`config.mk`:
```
export PLATFORM = sky130hd
export DESIGN_NAME = websocket_frame_deframer_core
export DESIGN_NICKNAME = d
export VERILOG_FILES = /design/src/hw/rtl/wsdf_pkg.sv /design/src/hw/rtl/wsdf_parser.sv /design/src/hw/rtl/wsdf_out_reg.sv /design/src/hw/rtl/websocket_frame_deframer_core.sv
export SDC_FILE = /design/constraint.sdc
export NUM_CORES = 1
export LEC_CHECK = 0
export ABC_CLOCK_PERIOD_IN_PS = 8400
export BUFFER_PORTS_ARGS = -buffer_cell sky130_fd_sc_hd__buf_4
export CAP_MARGIN = 10
export CORE_ASPECT_RATIO = 0.8
export CORE_MARGIN = 2
export CORE_UTILIZATION = 45
export CTS_CLUSTER_DIAMETER = 40
export DETAILED_ROUTE_END_ITERATION = 7
export PLACE_DENSITY = 0.71
export RECOVER_POWER = 100
export SETUP_SLACK_MARGIN = 0.15
export SYNTH_ARGS = -nofsm -noshare
export SYNTH_HDL_FRONTEND = slang
export SYNTH_SLANG_ARGS = --single-unit
export TNS_END_PERCENT = 30
```
`constraint.sdc`:
```
create_clock -name clk -period 8.4 [get_ports clk]
set_clock_uncertainty 0.15 [all_clocks]
set_input_delay 0.42 -clock clk [delete_from_list [all_inputs] [get_ports clk]]
set_output_delay 0.42 -clock clk [all_outputs]
set_load 0.05 [all_outputs]
```
`src/hw/rtl/wsdf_pkg.sv`:
```
// Shared types, codes and helpers for the WebSocket frame deframer.
package wsdf_pkg;

	// Parser phase.
	typedef enum logic [2:0] {
		PH_HDR0    = 3'd0,
		PH_HDR1    = 3'd1,
		PH_EXTLEN  = 3'd2,
		PH_KEY     = 3'd3,
		PH_PAYLOAD = 3'd4
	} phase_t;

	// Frame status codes.
	localparam logic [2:0] ST_TEXT      = 3'd0;
	localparam logic [2:0] ST_CLOSE     = 3'd1;
	localparam logic [2:0] ST_PING      = 3'd2;
	localparam logic [2:0] ST_PONG      = 3'd3;
	localparam logic [2:0] ST_OTHER     = 3'd4;
	localparam logic [2:0] ST_TOO_LARGE = 3'd5;

	// Opcodes of interest.
	localparam logic [3:0] OP_TEXT  = 4'h1;
	localparam logic [3:0] OP_CLOSE = 4'h8;
	localparam logic [3:0] OP_PING  = 4'h9;
	localparam logic [3:0] OP_PONG  = 4'hA;

	// 7-bit length codes that announce an extended length field.
	localparam logic [6:0] LEN_CODE_16 = 7'd126;
	localparam logic [6:0] LEN_CODE_64 = 7'd127;

	// Byte counts of the extended length and key fields.
	localparam logic [3:0] EXT16_BYTES = 4'd2;
	localparam logic [3:0] EXT64_BYTES = 4'd8;
	localparam logic [3:0] KEY_BYTES   = 4'd4;

	// Limit register.
	localparam int unsigned LIMIT_W = 25;
	localparam logic [LIMIT_W-1:0] LIMIT_CAP       = 25'd16777216;
	localparam logic [LIMIT_W-1:0] MAX_PAYLOAD_RST = 25'd65536;

	// One result item.
	typedef struct packed {
		logic [7:0]  data_byte;
		logic        data_valid;
		logic        frame_end;
		logic [2:0]  frame_status;
		logic [23:0] frame_length;
	} res_t;

	function automatic logic [2:0] status_of(input logic over, input logic [3:0] opcode);
		logic [2:0] st;
		if (over) begin
			st = ST_TOO_LARGE;
		end else begin
			case (opcode)
				OP_TEXT:  st = ST_TEXT;
				OP_CLOSE: st = ST_CLOSE;
				OP_PING:  st = ST_PING;
				OP_PONG:  st = ST_PONG;
				default:  st = ST_OTHER;
			endcase
		end
		return st;
	endfunction

endpackage

```
`src/hw/rtl/wsdf_parser.sv`:
```
// Frame header parser, unmasker and frame state for the deframer.
module wsdf_parser import wsdf_pkg::*; (
	input  logic               clk,
	input  logic               arst_n,
	input  logic               step,
	input  logic [7:0]         rx_byte_s1,
	input  logic [LIMIT_W-1:0] max_payload,
	output logic               res_vld,
	output res_t               res
);

	phase_t      phase_q, phase_d;
	logic [3:0]  opcode_q, opcode_d;
	logic        masked_q, masked_d;
	logic [3:0]  cnt_q, cnt_d;
	logic [63:0] len_q, len_d;
	logic [63:0] rem_q, rem_d;
	logic [31:0] key_q, key_d;
	logic [1:0]  idx_q, idx_d;
	logic        over_q, over_d;

	logic [6:0]         len7;
	logic               is_ext;
	logic [63:0]        ext_len;
	logic [63:0]        hdr_len;
	logic [3:0]         cnt_dec;
	logic               field_last;
	logic               mask_now;
	logic               len_done;
	logic [LIMIT_W-1:0] lim;
	logic               over_cand;
	logic               last;
	logic [7:0]         plain;
	phase_t             after_len_phase;
	phase_t             after_key_phase;

	assign len7       = rx_byte_s1[6:0];
	assign is_ext     = (len7 == LEN_CODE_16) || (len7 == LEN_CODE_64);
	assign ext_len    = {len_q[55:0], rx_byte_s1};
	assign hdr_len    = (phase_q == PH_HDR1) ? {57'd0, len7} : ext_len;
	assign cnt_dec    = cnt_q - 4'd1;
	assign field_last = (cnt_dec == 4'd0);
	assign mask_now   = (phase_q == PH_HDR1) ? rx_byte_s1[7] : masked_q;
	assign len_done   = ((phase_q == PH_HDR1) && !is_ext) ||
	                    ((phase_q == PH_EXTLEN) && field_last);
	assign lim        = (max_payload > LIMIT_CAP) ? LIMIT_CAP : max_payload;
	assign over_cand  = (|hdr_len[63:LIMIT_W]) || (hdr_len[LIMIT_W-1:0] >= lim);
	assign last       = (rem_q == 64'd1);
	assign plain      = rx_byte_s1 ^ key_q[{~idx_q, 3'b000} +: 8];

	assign after_len_phase = mask_now ? PH_KEY : ((hdr_len == 64'd0) ? PH_HDR0 : PH_PAYLOAD);
	assign after_key_phase = (len_q == 64'd0) ? PH_HDR0 : PH_PAYLOAD;

	// Next phase.
	always_comb begin
		phase_d = phase_q;
		if (step) begin
			case (phase_q)
				PH_HDR1:    phase_d = is_ext ? PH_EXTLEN : after_len_phase;
				PH_EXTLEN:  phase_d = field_last ? after_len_phase : PH_EXTLEN;
				PH_KEY:     phase_d = field_last ? after_key_phase : PH_KEY;
				PH_PAYLOAD: phase_d = last ? PH_HDR0 : PH_PAYLOAD;
				default:    phase_d = PH_HDR1;
			endcase
		end
	end

	// Frame fields and result.
	always_comb begin
		opcode_d = opcode_q;
		masked_d = masked_q;
		cnt_d    = cnt_q;
		len_d    = len_q;
		rem_d    = rem_q;
		key_d    = key_q;
		idx_d    = idx_q;
		over_d   = over_q;
		res_vld  = 1'b0;
		res      = '0;
		if (step) begin
			case (phase_q)
				PH_HDR1: begin
					masked_d = rx_byte_s1[7];
					if (is_ext) begin
						len_d = 64'd0;
						cnt_d = (len7 == LEN_CODE_16) ? EXT16_BYTES : EXT64_BYTES;
					end else begin
						len_d = hdr_len;
					end
				end
				PH_EXTLEN: begin
					len_d = ext_len;
					cnt_d = cnt_dec;
				end
				PH_KEY: begin
					key_d = {key_q[23:0], rx_byte_s1};
					cnt_d = cnt_dec;
					if (field_last) begin
						if (len_q == 64'd0) begin
							res_vld          = 1'b1;
							res.frame_end    = 1'b1;
							res.frame_status = status_of(over_q, opcode_q);
						end else begin
							rem_d = len_q;
							idx_d = 2'd0;
						end
					end
				end
				PH_PAYLOAD: begin
					idx_d = idx_q + 2'd1;
					rem_d = rem_q - 64'd1;
					if (over_q) begin
						if (last) begin
							res_vld          = 1'b1;
							res.frame_end    = 1'b1;
							res.frame_status = ST_TOO_LARGE;
						end
					end else begin
						res_vld        = 1'b1;
						res.data_byte  = plain;
						res.data_valid = 1'b1;
						if (last) begin
							res.frame_end    = 1'b1;
							res.frame_status = status_of(1'b0, opcode_q);
							res.frame_length = len_q[23:0];
						end
					end
				end
				default: begin
					opcode_d = rx_byte_s1[3:0];
					masked_d = 1'b0;
					cnt_d    = 4'd0;
					len_d    = 64'd0;
					key_d    = 32'd0;
					idx_d    = 2'd0;
					over_d   = 1'b0;
				end
			endcase

			// Length complete: check the limit, then go to the key or the payload, or finish.
			if (len_done) begin
				over_d = over_cand;
				key_d  = 32'd0;
				if (mask_now) begin
					cnt_d = KEY_BYTES;
				end else if (hdr_len == 64'd0) begin
					res_vld          = 1'b1;
					res.frame_end    = 1'b1;
					res.frame_status = status_of(over_cand, opcode_q);
				end else begin
					rem_d = hdr_len;
					idx_d = 2'd0;
				end
			end
		end
	end

	always_ff @(posedge clk or negedge arst_n) begin
		if (!arst_n) begin
			phase_q  <= PH_HDR0;
			opcode_q <= 4'd0;
			masked_q <= 1'b0;
			cnt_q    <= 4'd0;
			len_q    <= 64'd0;
			rem_q    <= 64'd0;
			key_q    <= 32'd0;
			idx_q    <= 2'd0;
			over_q   <= 1'b0;
		end else begin
			phase_q  <= phase_d;
			opcode_q <= opcode_d;
			masked_q <= masked_d;
			cnt_q    <= cnt_d;
			len_q    <= len_d;
			rem_q    <= rem_d;
			key_q    <= key_d;
			idx_q    <= idx_d;
			over_q   <= over_d;
		end
	end

endmodule

```
`src/hw/rtl/wsdf_out_reg.sv`:
```
// Result register of the deframer, held until the receiver takes it.
module wsdf_out_reg import wsdf_pkg::*; (
	input  logic clk,
	input  logic arst_n,
	input  logic load,
	input  res_t res_in,
	input  logic ready,
	output logic valid,
	output res_t res_out
);

	logic vld_q;
	res_t res_q;

	always_ff @(posedge clk or negedge arst_n) begin
		if (!arst_n) begin
			vld_q <= 1'b0;
		end else if (load) begin
			vld_q <= 1'b1;
		end else if (ready) begin
			vld_q <= 1'b0;
		end
	end

	always_ff @(posedge clk) begin
		if (load) begin
			res_q <= res_in;
		end
	end

	assign valid   = vld_q;
	assign res_out = res_q;

endmodule

```
`src/hw/rtl/websocket_frame_deframer_core.sv`:
```
// Top level of the WebSocket frame deframer: input register, parser and result register.
//
// Usage: received bytes enter on rx_byte with in_valid/in_ready, one item a byte.
// Each byte yields zero or one result item on the output channel
// (out_valid/out_ready): an unmasked payload byte (data_valid), a frame end
// with status and length (frame_end), or both on the last payload byte.
// Header bytes, extended length bytes, mask key bytes and the bytes of a
// too large frame yield no result, except the byte that ends a frame.
// max_payload is written through cfg_we/cfg_wdata; the user must write it only while
// the block is idle, as the block itself does not enforce this.
// Path: an accepted byte waits in the input register, is parsed once the result slot
// is free or draining, and its result is registered in the result register.
// Throughput: one byte per cycle while the result slot is free or draining; the parser
// updates its frame state per parsed byte, so such bytes never wait on each other.
// Stalls: when out_ready is low with a result pending, the block holds the byte in its
// input register and in_ready drops only once that register is also full; nothing is
// lost or repeated.
// Reset: arst_n clears the parser to await a frame's first header byte,
// empties both registers and sets max_payload to 65536.
module websocket_frame_deframer_core import wsdf_pkg::*; (
	input  logic        clk,
	input  logic        arst_n,
	input  logic        cfg_we,
	input  logic [24:0] cfg_wdata,
	input  logic        in_valid,
	output logic        in_ready,
	input  logic [7:0]  rx_byte,
	output logic        out_valid,
	input  logic        out_ready,
	output logic [7:0]  data_byte,
	output logic        data_valid,
	output logic        frame_end,
	output logic [2:0]  frame_status,
	output logic [23:0] frame_length
);

	logic [LIMIT_W-1:0] max_payload_q;
	logic               vld_s1;
	logic [7:0]         byte_s1;
	logic               advance;
	logic               res_vld;
	res_t               res;
	res_t               res_out;

	// Limit register.
	always_ff @(posedge clk or negedge arst_n) begin
		if (!arst_n) begin
			max_payload_q <= MAX_PAYLOAD_RST;
		end else if (cfg_we) begin
			max_payload_q <= cfg_wdata;
		end
	end

	// Parse the held byte once the result slot is free or draining; this
	// also covers bytes that produce no result.
	assign advance  = vld_s1 && (!out_valid || out_ready);
	assign in_ready = !vld_s1 || advance;

	// Input register.
	always_ff @(posedge clk or negedge arst_n) begin
		if (!arst_n) begin
			vld_s1 <= 1'b0;
		end else if (in_ready) begin
			vld_s1 <= in_valid;
		end
	end

	always_ff @(posedge clk) begin
		if (in_ready && in_valid) begin
			byte_s1 <= rx_byte;
		end
	end

	wsdf_parser u_parser (
		.clk        (clk),
		.arst_n     (arst_n),
		.step       (advance),
		.rx_byte_s1 (byte_s1),
		.max_payload(max_payload_q),
		.res_vld    (res_vld),
		.res        (res)
	);

	wsdf_out_reg u_out_reg (
		.clk    (clk),
		.arst_n (arst_n),
		.load   (advance && res_vld),
		.res_in (res),
		.ready  (out_ready),
		.valid  (out_valid),
		.res_out(res_out)
	);

	assign data_byte    = res_out.data_byte;
	assign data_valid   = res_out.data_valid;
	assign frame_end    = res_out.frame_end;
	assign frame_status = res_out.frame_status;
	assign frame_length = res_out.frame_length;

	// A result that does not close a frame is always a payload byte.
	a_mid_is_data: assert property (@(posedge clk) disable iff (!arst_n)
		out_valid && !frame_end |-> data_valid && (frame_status == ST_TEXT) &&
		(frame_length == 24'd0))
		else $error("non-final result without payload byte");

	// No payload byte means a zero byte field and a frame end.
	a_no_data_zero: assert property (@(posedge clk) disable iff (!arst_n)
		out_valid && !data_valid |-> (data_byte == 8'd0) && frame_end)
		else $error("empty result carries data");

	// A too large frame reports no length and no byte.
	a_too_large: assert property (@(posedge clk) disable iff (!arst_n)
		out_valid && (frame_status == ST_TOO_LARGE) |->
		(frame_length == 24'd0) && !data_valid)
		else $error("too large frame carries payload");

	// A held byte stays held while the result slot is blocked.
	a_s1_hold: assert property (@(posedge clk) disable iff (!arst_n)
		vld_s1 && !advance |=> vld_s1 && $stable(byte_s1))
		else $error("input register lost a byte");

endmodule

```
==> results of run 1 <==
-- worst paths after layout --
kind	from	end	cells after the start
setup reg to reg	u_out_reg.valid$_DFFE_PN0P_	u_parser.rem_q[45]$_DFFE_PN0P_	8
max in group asynchronous	arst_n	u_parser.over_q$_DFFE_PN0P_	3
setup / recovery	u_out_reg.valid$_DFFE_PN0P_	u_parser.rem_q[45]$_DFFE_PN0P_	8
hold / removal	cfg_wdata[1]	max_payload_q[1]$_DFFE_PN0P_	2
min in group asynchronous	arst_n	u_parser.len_q[34]$_DFFE_PN0P_	2
hold reg to reg	u_parser.key_q[26]$_DFFE_PN0P_	u_parser.key_q[26]$_DFFE_PN0P_	2
-- through the flow --
step / instance area, um2 / util, % / setup WS (ns)
global route: 15900 / 52.6 / 2.28
detailed placement: 14600 / 48.2 / 4.18
global placement: 14600 / 48.2 / 4.29
CTS: 16100 / 53.2 / 4.16
floorplan: 13800 / - / 4.65
finish: 15900 / 52.6 / 2.74
-- cells by family after synthesis --
logic type,after synthesis
DFF,247
adders and majority gates,29
buffers and inverters,127
and+or+nand+nor,661
xor gates and xnor gates,10
muxes,41
AOI/OAI and AO/OA,397
-- routing by layer --
layer  share of wire [%]  track usage, %  routed length [um]
met4                 2.4            7.21                1030
met2                  43            40.5               19000
met3                  12            6.66                5080
met5               0.041               0                  18
met1                  43            40.8               18600
-- flip-flops by register name, indices dropped and copies added (netlist names) --
register / count
u_parser.len_q: 64
u_parser.rem_q: 64
u_out_reg.res_out: 37
u_parser.key_q: 32
max_payload_q: 25
byte_s1: 8
u_parser.cnt_q: 4
u_parser.opcode_q: 4
u_parser.phase_q: 3
u_parser.idx_q: 2
u_out_reg.valid: 1
u_parser.masked_q: 1
u_parser.over_q: 1
vld_s1: 1
-- cell usage in the layout (no fill, tap or decap), types with 8 or more instances in the layout --
cell	Yosys	final
mux4_2	8	8
nand4_1	15	15
clkbuf_1	79	50
a21oi_1	65	65
o22ai_1	11	11
edfxtp_1	45	45
nor2b_1	22	22
o31ai_1	24	24
nand3_1	37	37
a221o_1	10	10
a31oi_1	17	17
clkbuf_4	1	29
o21ai_0	132	135
and2_1	33	13
dfrtp_1	201	201
nor4_1	40	40
o211ai_1	16	16
clkbuf_16	0	37
a22oi_1	18	18
mux2_2	27	27
nor3_1	37	36
a21o_1	10	10
ha_1	29	29
buf_4	2	20
a32oi_1	12	12
or3_1	19	19
a22o_1	13	13
nor2_1	83	82
nand2_1	303	302
and2_0	1	20
inv_1	22	22
xnor2_1	9	9
or4_1	16	16
dlygate4sd3_1	0	34
-- power by group through the flow --
| stage | sequential, W | combinational, W | clock, W |
|---|---|---|---|
| final | 0.00166 | 0.00147 | 0.00150 |
| after global routing | 0.00169 | 0.00160 | 0.00158 |
| after CTS | 0.00165 | 0.00145 | 0.00151 |
| after detailed placement | 0.00167 | 0.00143 | 0 |
| after global placement | 0.00166 | 0.00139 | 0 |
| after floorplan | 0.00160 | 0.00103 | 0 |
-- what timing repair did --
item / in CTS / in global routing
hold buffers: 34 / 0
hold endpoints to repair: 95 / 0
resized for setup: 0 / 0
setup endpoints to repair: 0 / 0
-- final cells by class --
cell class / count / area share, %
clock buffer: 42 / 6.07
clock inverter: 19 / 1.33
inverter: 23 / 0.543
multi-input combinational: 1138 / 42.9
sequential: 247 / 40.3
tap: 413 / 3.25
timing repair buffer: 131 / 5.59
-- worst max-delay path: stages, from the launching register on --
cell and delay, ns:
dfrtp_1 0.40, nand2b_1 0.15, and2_2 0.16, clkbuf_1 2.07, and2_0 0.36, and2_0 0.14
clkbuf_1 1.61, a22oi_1 0.29, nand3_1 0.20
==> flow_metrics.env, run 1 <==
export IMPL_p_int_w=0.00278
export IMPL_cts_path_max_buffers=3
export IMPL_vias=12800
export IMPL_pwr_share_seq_pct=35.9
export IMPL_post_cts_buffers=0
export IMPL_hold_ws_ns=0.0673
export IMPL_synth_xor_area_share_pct=0.637
export IMPL_synthArstFlopShare_pct=81.8
export IMPL_gp_congestion=0.905
export IMPL_yosys_warnings=0
export IMPL_fin_cells=2013
export IMPL_drtIter0Drc=1861
export IMPL_nets=1642
export IMPL_start_util_pct=45.5
export IMPL_max_freq_ghz=0.177
export IMPL_wl_per_cell_um=21.7
export IMPL_numPortBuffers=76
export IMPL_diodes=0
export IMPL_vias_per_cell=6.35
export IMPL_wl_um=43700
export IMPL_ys_types=79
export IMPL_synth_seq_cells=247
export IMPL_synth_avg_cell_area_um2=9.10
export IMPL_synth_edff_count=45
export IMPL_dieArea_um2=32000
export IMPL_io_pins=77
export IMPL_seq_area_um2=6410
export IMPL_ir_drop_mv=0.208
export IMPL_grt_max_degree=123
export IMPL_violations="max-capacitance violations, max-slew violations"
export IMPL_place_hpwl_um=28100
export IMPL_pwr_share_clk_pct=32.4
export IMPL_synth_top_family_by_area="simple AND/OR/NAND/NOR gates"
export IMPL_p_leak_nw=6.18
export IMPL_grt_pass1_wl_um=69700
export IMPL_clkLatencyLatePin_ns=0.53
export IMPL_setup_violations_final=0
export IMPL_maxSlewHeadroom_pct=-137
export IMPL_fin_crit_ns=5.66
export IMPL_dp_cells=1918
export IMPL_grt_overflow_total=0
export IMPL_hold_viol_final=0
export IMPL_synth_top_area_share_pct=36.6
export IMPL_netlist_top_cells_area="dfrtp_1, edfxtp_1, nand2_1, o21ai_0, ha_1"
export IMPL_arrival_ns=5.96
export IMPL_postRouteAntennaNets=0
export IMPL_area_delta_synth_final_pct=15.6
export IMPL_cts_root_buf="clkbuf_16"
export IMPL_die_w_um=199
export IMPL_die_h_um=160
export IMPL_syn_inst=1512
export IMPL_crit_fanout=53
export IMPL_synth_flop_cell="dfrtp_1"
export IMPL_fill_cells=2758
export IMPL_power_switching_w=0.00186
export IMPL_yosys_top_cells_count="nand2_1, dfrtp_1, o21ai_0, nor2_1, clkbuf_1"
export IMPL_path_class="flop to flop"
export IMPL_yosys_area_share_simple_pct=23.4
export IMPL_drt_pass1_iterations=6
export IMPL_hp_class="input port to flop"
export IMPL_drc=0
export IMPL_cp_start_kind="flop"
export IMPL_synth_compound_area_share_pct=18.7
export IMPL_synth_adder_area_share_pct=2.64
export IMPL_status="finished with violations"
export IMPL_comb_power_share_pct=31.7
export IMPL_worstMarginPinSlew_ns=3.55
export IMPL_syn_area_um2=13800
export IMPL_htree_levels=2
export IMPL_fp_row_count=57
export IMPL_cp_required_ns=8.70
export IMPL_p_sw_share_pct=40.1
export IMPL_syn_num_nets=1579
export IMPL_setup_tns_ns=0
export IMPL_rrSetupSlack_ns=2.74
export IMPL_cts_tree="yes"
export IMPL_yosys_area_top_type="dfrtp_1"
export IMPL_core_area_um2=30200
export IMPL_multi_input_area_um2=6830
export IMPL_rsz0062_at_grt="no"
export IMPL_slew_violations=464
export IMPL_drive_above_1_share_pct=11.1
export IMPL_worst_setup_hold_path_clk_slew_ns=0.06
export IMPL_clock_sinks=247
export IMPL_synth_most_common_cell="nand2_1"
export IMPL_antenna_found_initial=1
export IMPL_worstSetupEndpointType="flop"
export IMPL_synth_area_mux_share_pct=3.96
export IMPL_grt_total_usage_pct=27.6
export IMPL_finalPower_w=0.00464
export IMPL_ys_seq_area_share_pct=46.6
export IMPL_p_per_area_nw_per_um2=292
export IMPL_maxCapViolCount=8
export IMPL_cts_buffers=34
export IMPL_finalCritPeriodShare_pct=67.4
export IMPL_grt_pass1_vias=12200
Power figures use the tool's default switching activity.
==> run 2: changes to the inputs <==
ABC_CLOCK_PERIOD_IN_PS = 5900   (was 8400)
clock period = 5.9 ns   (was 8.4 ns; I/O delays follow)
==> run 2 against run 1 <==
Against the previous run:
- the flow still finishes with violations (max-capacitance violations, max-slew violations)
- final area up 0.19%
- fmax rose by 17%
- sequential cell count unchanged
- via count down 1.4%
- power rose by 42%
- count of clock-buffer cells in the layout rose by 3
- routed wire length fell by 1.2%
- highest routed layer is now met4
- critical path depth is the same
- global-route usage fell by 0.44 points
==> flow_metrics.env, run 2 (synthesis gave the netlist of run 1 again) <==
export IMPL_whs_path_depth=3
export IMPL_wl_per_cell_um=21.4
export IMPL_path_class="flop to flop"
export IMPL_wl_um=43200
export IMPL_min_to="u_out_reg.valid$_DFFE_PN0P_"
export IMPL_grt_max_degree=123
export IMPL_max_freq_ghz=0.206
export IMPL_drt_pass1_iterations=6
export IMPL_antenna_found_initial=0
export IMPL_worstMarginPinSlew_ns=3.05
export IMPL_maxSlewHeadroom_pct=-103
export IMPL_grt_overflow_total=0
export IMPL_die_h_um=160
export IMPL_place_hpwl_um=28000
export IMPL_worstSetupEndpointType="flop"
export IMPL_p_leak_nw=6.19
export IMPL_setup_tns_ns=0
export IMPL_hold_viol_final=0
export IMPL_cp_required_ns=6.14
export IMPL_pre_cts_ws_ns=1.42
export IMPL_htree_levels=2
export IMPL_reg2regPathDepth=8
export IMPL_vias=12600
export IMPL_gp_congestion=0.925
export IMPL_fin_cells=2016
export IMPL_reg2reg_from="u_parser.len_q[30]$_DFFE_PN0P_"
export IMPL_clock_sinks=247
export IMPL_grt_total_usage_pct=27.2
export IMPL_violations="max-capacitance violations, max-slew violations"
export IMPL_hold_ws_ns=0.0178
export IMPL_cts_root_buf="clkbuf_16"
export IMPL_cts_tree="yes"
export IMPL_drc=0
export IMPL_layout_commonest_cell="nand2_1"
export IMPL_r2r_end="u_parser.rem_q[59]$_DFFE_PN0P_"
export IMPL_vias_per_cell=6.25
export IMPL_hp_class="input port to flop"
export IMPL_crit_fanout=40
export IMPL_numPortBuffers=76
export IMPL_post_cts_buffers=0
export IMPL_finalCritPeriodShare_pct=82.2
export IMPL_final_cell_mix="nand2_1, dfrtp_1, o21ai_0"
export IMPL_start_util_pct=45.5
export IMPL_cts_buffers=35
export IMPL_setup_violations_final=0
export IMPL_io_pins=77
export IMPL_ir_drop_mv=0.295
export IMPL_nets=1644
export IMPL_drtIter0Drc=1655
export IMPL_rrSetupSlack_ns=1.05
export IMPL_dieArea_um2=32000
export IMPL_arrival_ns=5.09
export IMPL_min_delay_start="out_ready"
export IMPL_fin_ws_ns=1.05
export IMPL_core_area_um2=30200
export IMPL_cts_path_max_buffers=3
export IMPL_grt_pass1_vias=12000
export IMPL_diodes=0
export IMPL_dp_cells=1917
export IMPL_die_w_um=199
export IMPL_status="finished with violations"
export IMPL_postRouteAntennaNets=0
export IMPL_clkLatencyLatePin_ns=0.52
export IMPL_rsz0062_at_grt="no"
export IMPL_cp_start_kind="flop"
export IMPL_fin_crit_ns=4.85
export IMPL_slew_violations=373
export IMPL_worst_setup_hold_path_clk_slew_ns=0.06
export IMPL_finalPower_w=0.00658
export IMPL_drive_above_1_share_pct=11.3
export IMPL_maxCapViolCount=5
export IMPL_grt_pass1_wl_um=68300
export IMPL_p_per_area_nw_per_um2=413
export IMPL_area_delta_synth_final_pct=15.8
export IMPL_fp_row_count=57
run 2: stage by stage:
stage | util [%] | instance area [um2]
floorplan | - | 13800
global placement | 48.2 | 14600
detailed placement | 48.2 | 14600
CTS | 53.3 | 16100
finish | 52.7 | 15900
global route | 52.7 | 15900
run 2: worst max-delay path, stage by stage (launching register included):
cell and delay [ns]:
dfrtp_1 0.43, or4_1 0.54, nor4_1 0.68, nand4b_1 0.37
or4_1 0.73, and2_1 0.21, clkbuf_1 0.80, a32o_1 0.54
a221o_1 0.28
run 2: where the power goes:
part / total [W] / leakage (nW) / switching, W / internal (W)
logic: 0.00208 / 2.60 / 0.00144 / 0.000640
clock network: 0.00213 / 0.571 / 0.000832 / 0.00130
registers: 0.00236 / 3.02 / 0.000361 / 0.00200
total: 0.00658 / 6.19 / 0.00263 / 0.00395
run 2: area by class of cell:
class / count / area [um2]
clock buffer: 45 / 996
clock inverter: 18 / 191
sequential: 247 / 6410
multi-input combinational: 1138 / 6830
timing repair buffer: 132 / 906
tap: 413 / 517
fill: 2780 / 14300
inverter: 23 / 86.3
run 2: what timing repair did:
item | CTS | global route
hold buffers | 36 | 0
hold endpoints to repair | 150 | 0
gates resized for setup | 0 | 0
run 2: how the worst max path moves through the flow:
stage / from / end / slack [ns] / cells after the start
2_1_floorplan: u_parser.phase_q[1]$_DFFE_PN0P_ / u_out_reg.res_out[26]$_SDFFCE_PN0P_ / 2.15 / 13
3_3_place_gp: max_payload_q[0]$_DFFE_PN0P_ / u_out_reg.res_out[24]$_SDFFCE_PN0P_ / 1.55 / 12
3_5_place_dp: max_payload_q[0]$_DFFE_PN0P_ / u_out_reg.res_out[24]$_SDFFCE_PN0P_ / 1.42 / 12
4_1_cts: max_payload_q[0]$_DFFE_PN0P_ / u_out_reg.res_out[24]$_SDFFCE_PN0P_ / 1.40 / 12
5_1_grt: max_payload_q[0]$_DFFE_PN0P_ / u_out_reg.res_out[24]$_SDFFCE_PN0P_ / 0.87 / 12
6_report: u_parser.len_q[30]$_DFFE_PN0P_ / u_parser.rem_q[59]$_DFFE_PN0P_ / 1.05 / 8
run 2: routing by layer:
metal  track usage, %  routed length (um)  up-vias
li1                 -                   -     5715
met1             39.7               18700     6090
met2             39.9               18800      709
met3             7.16                4660       90
met4             7.34                 982        0
met5                0                   0        -
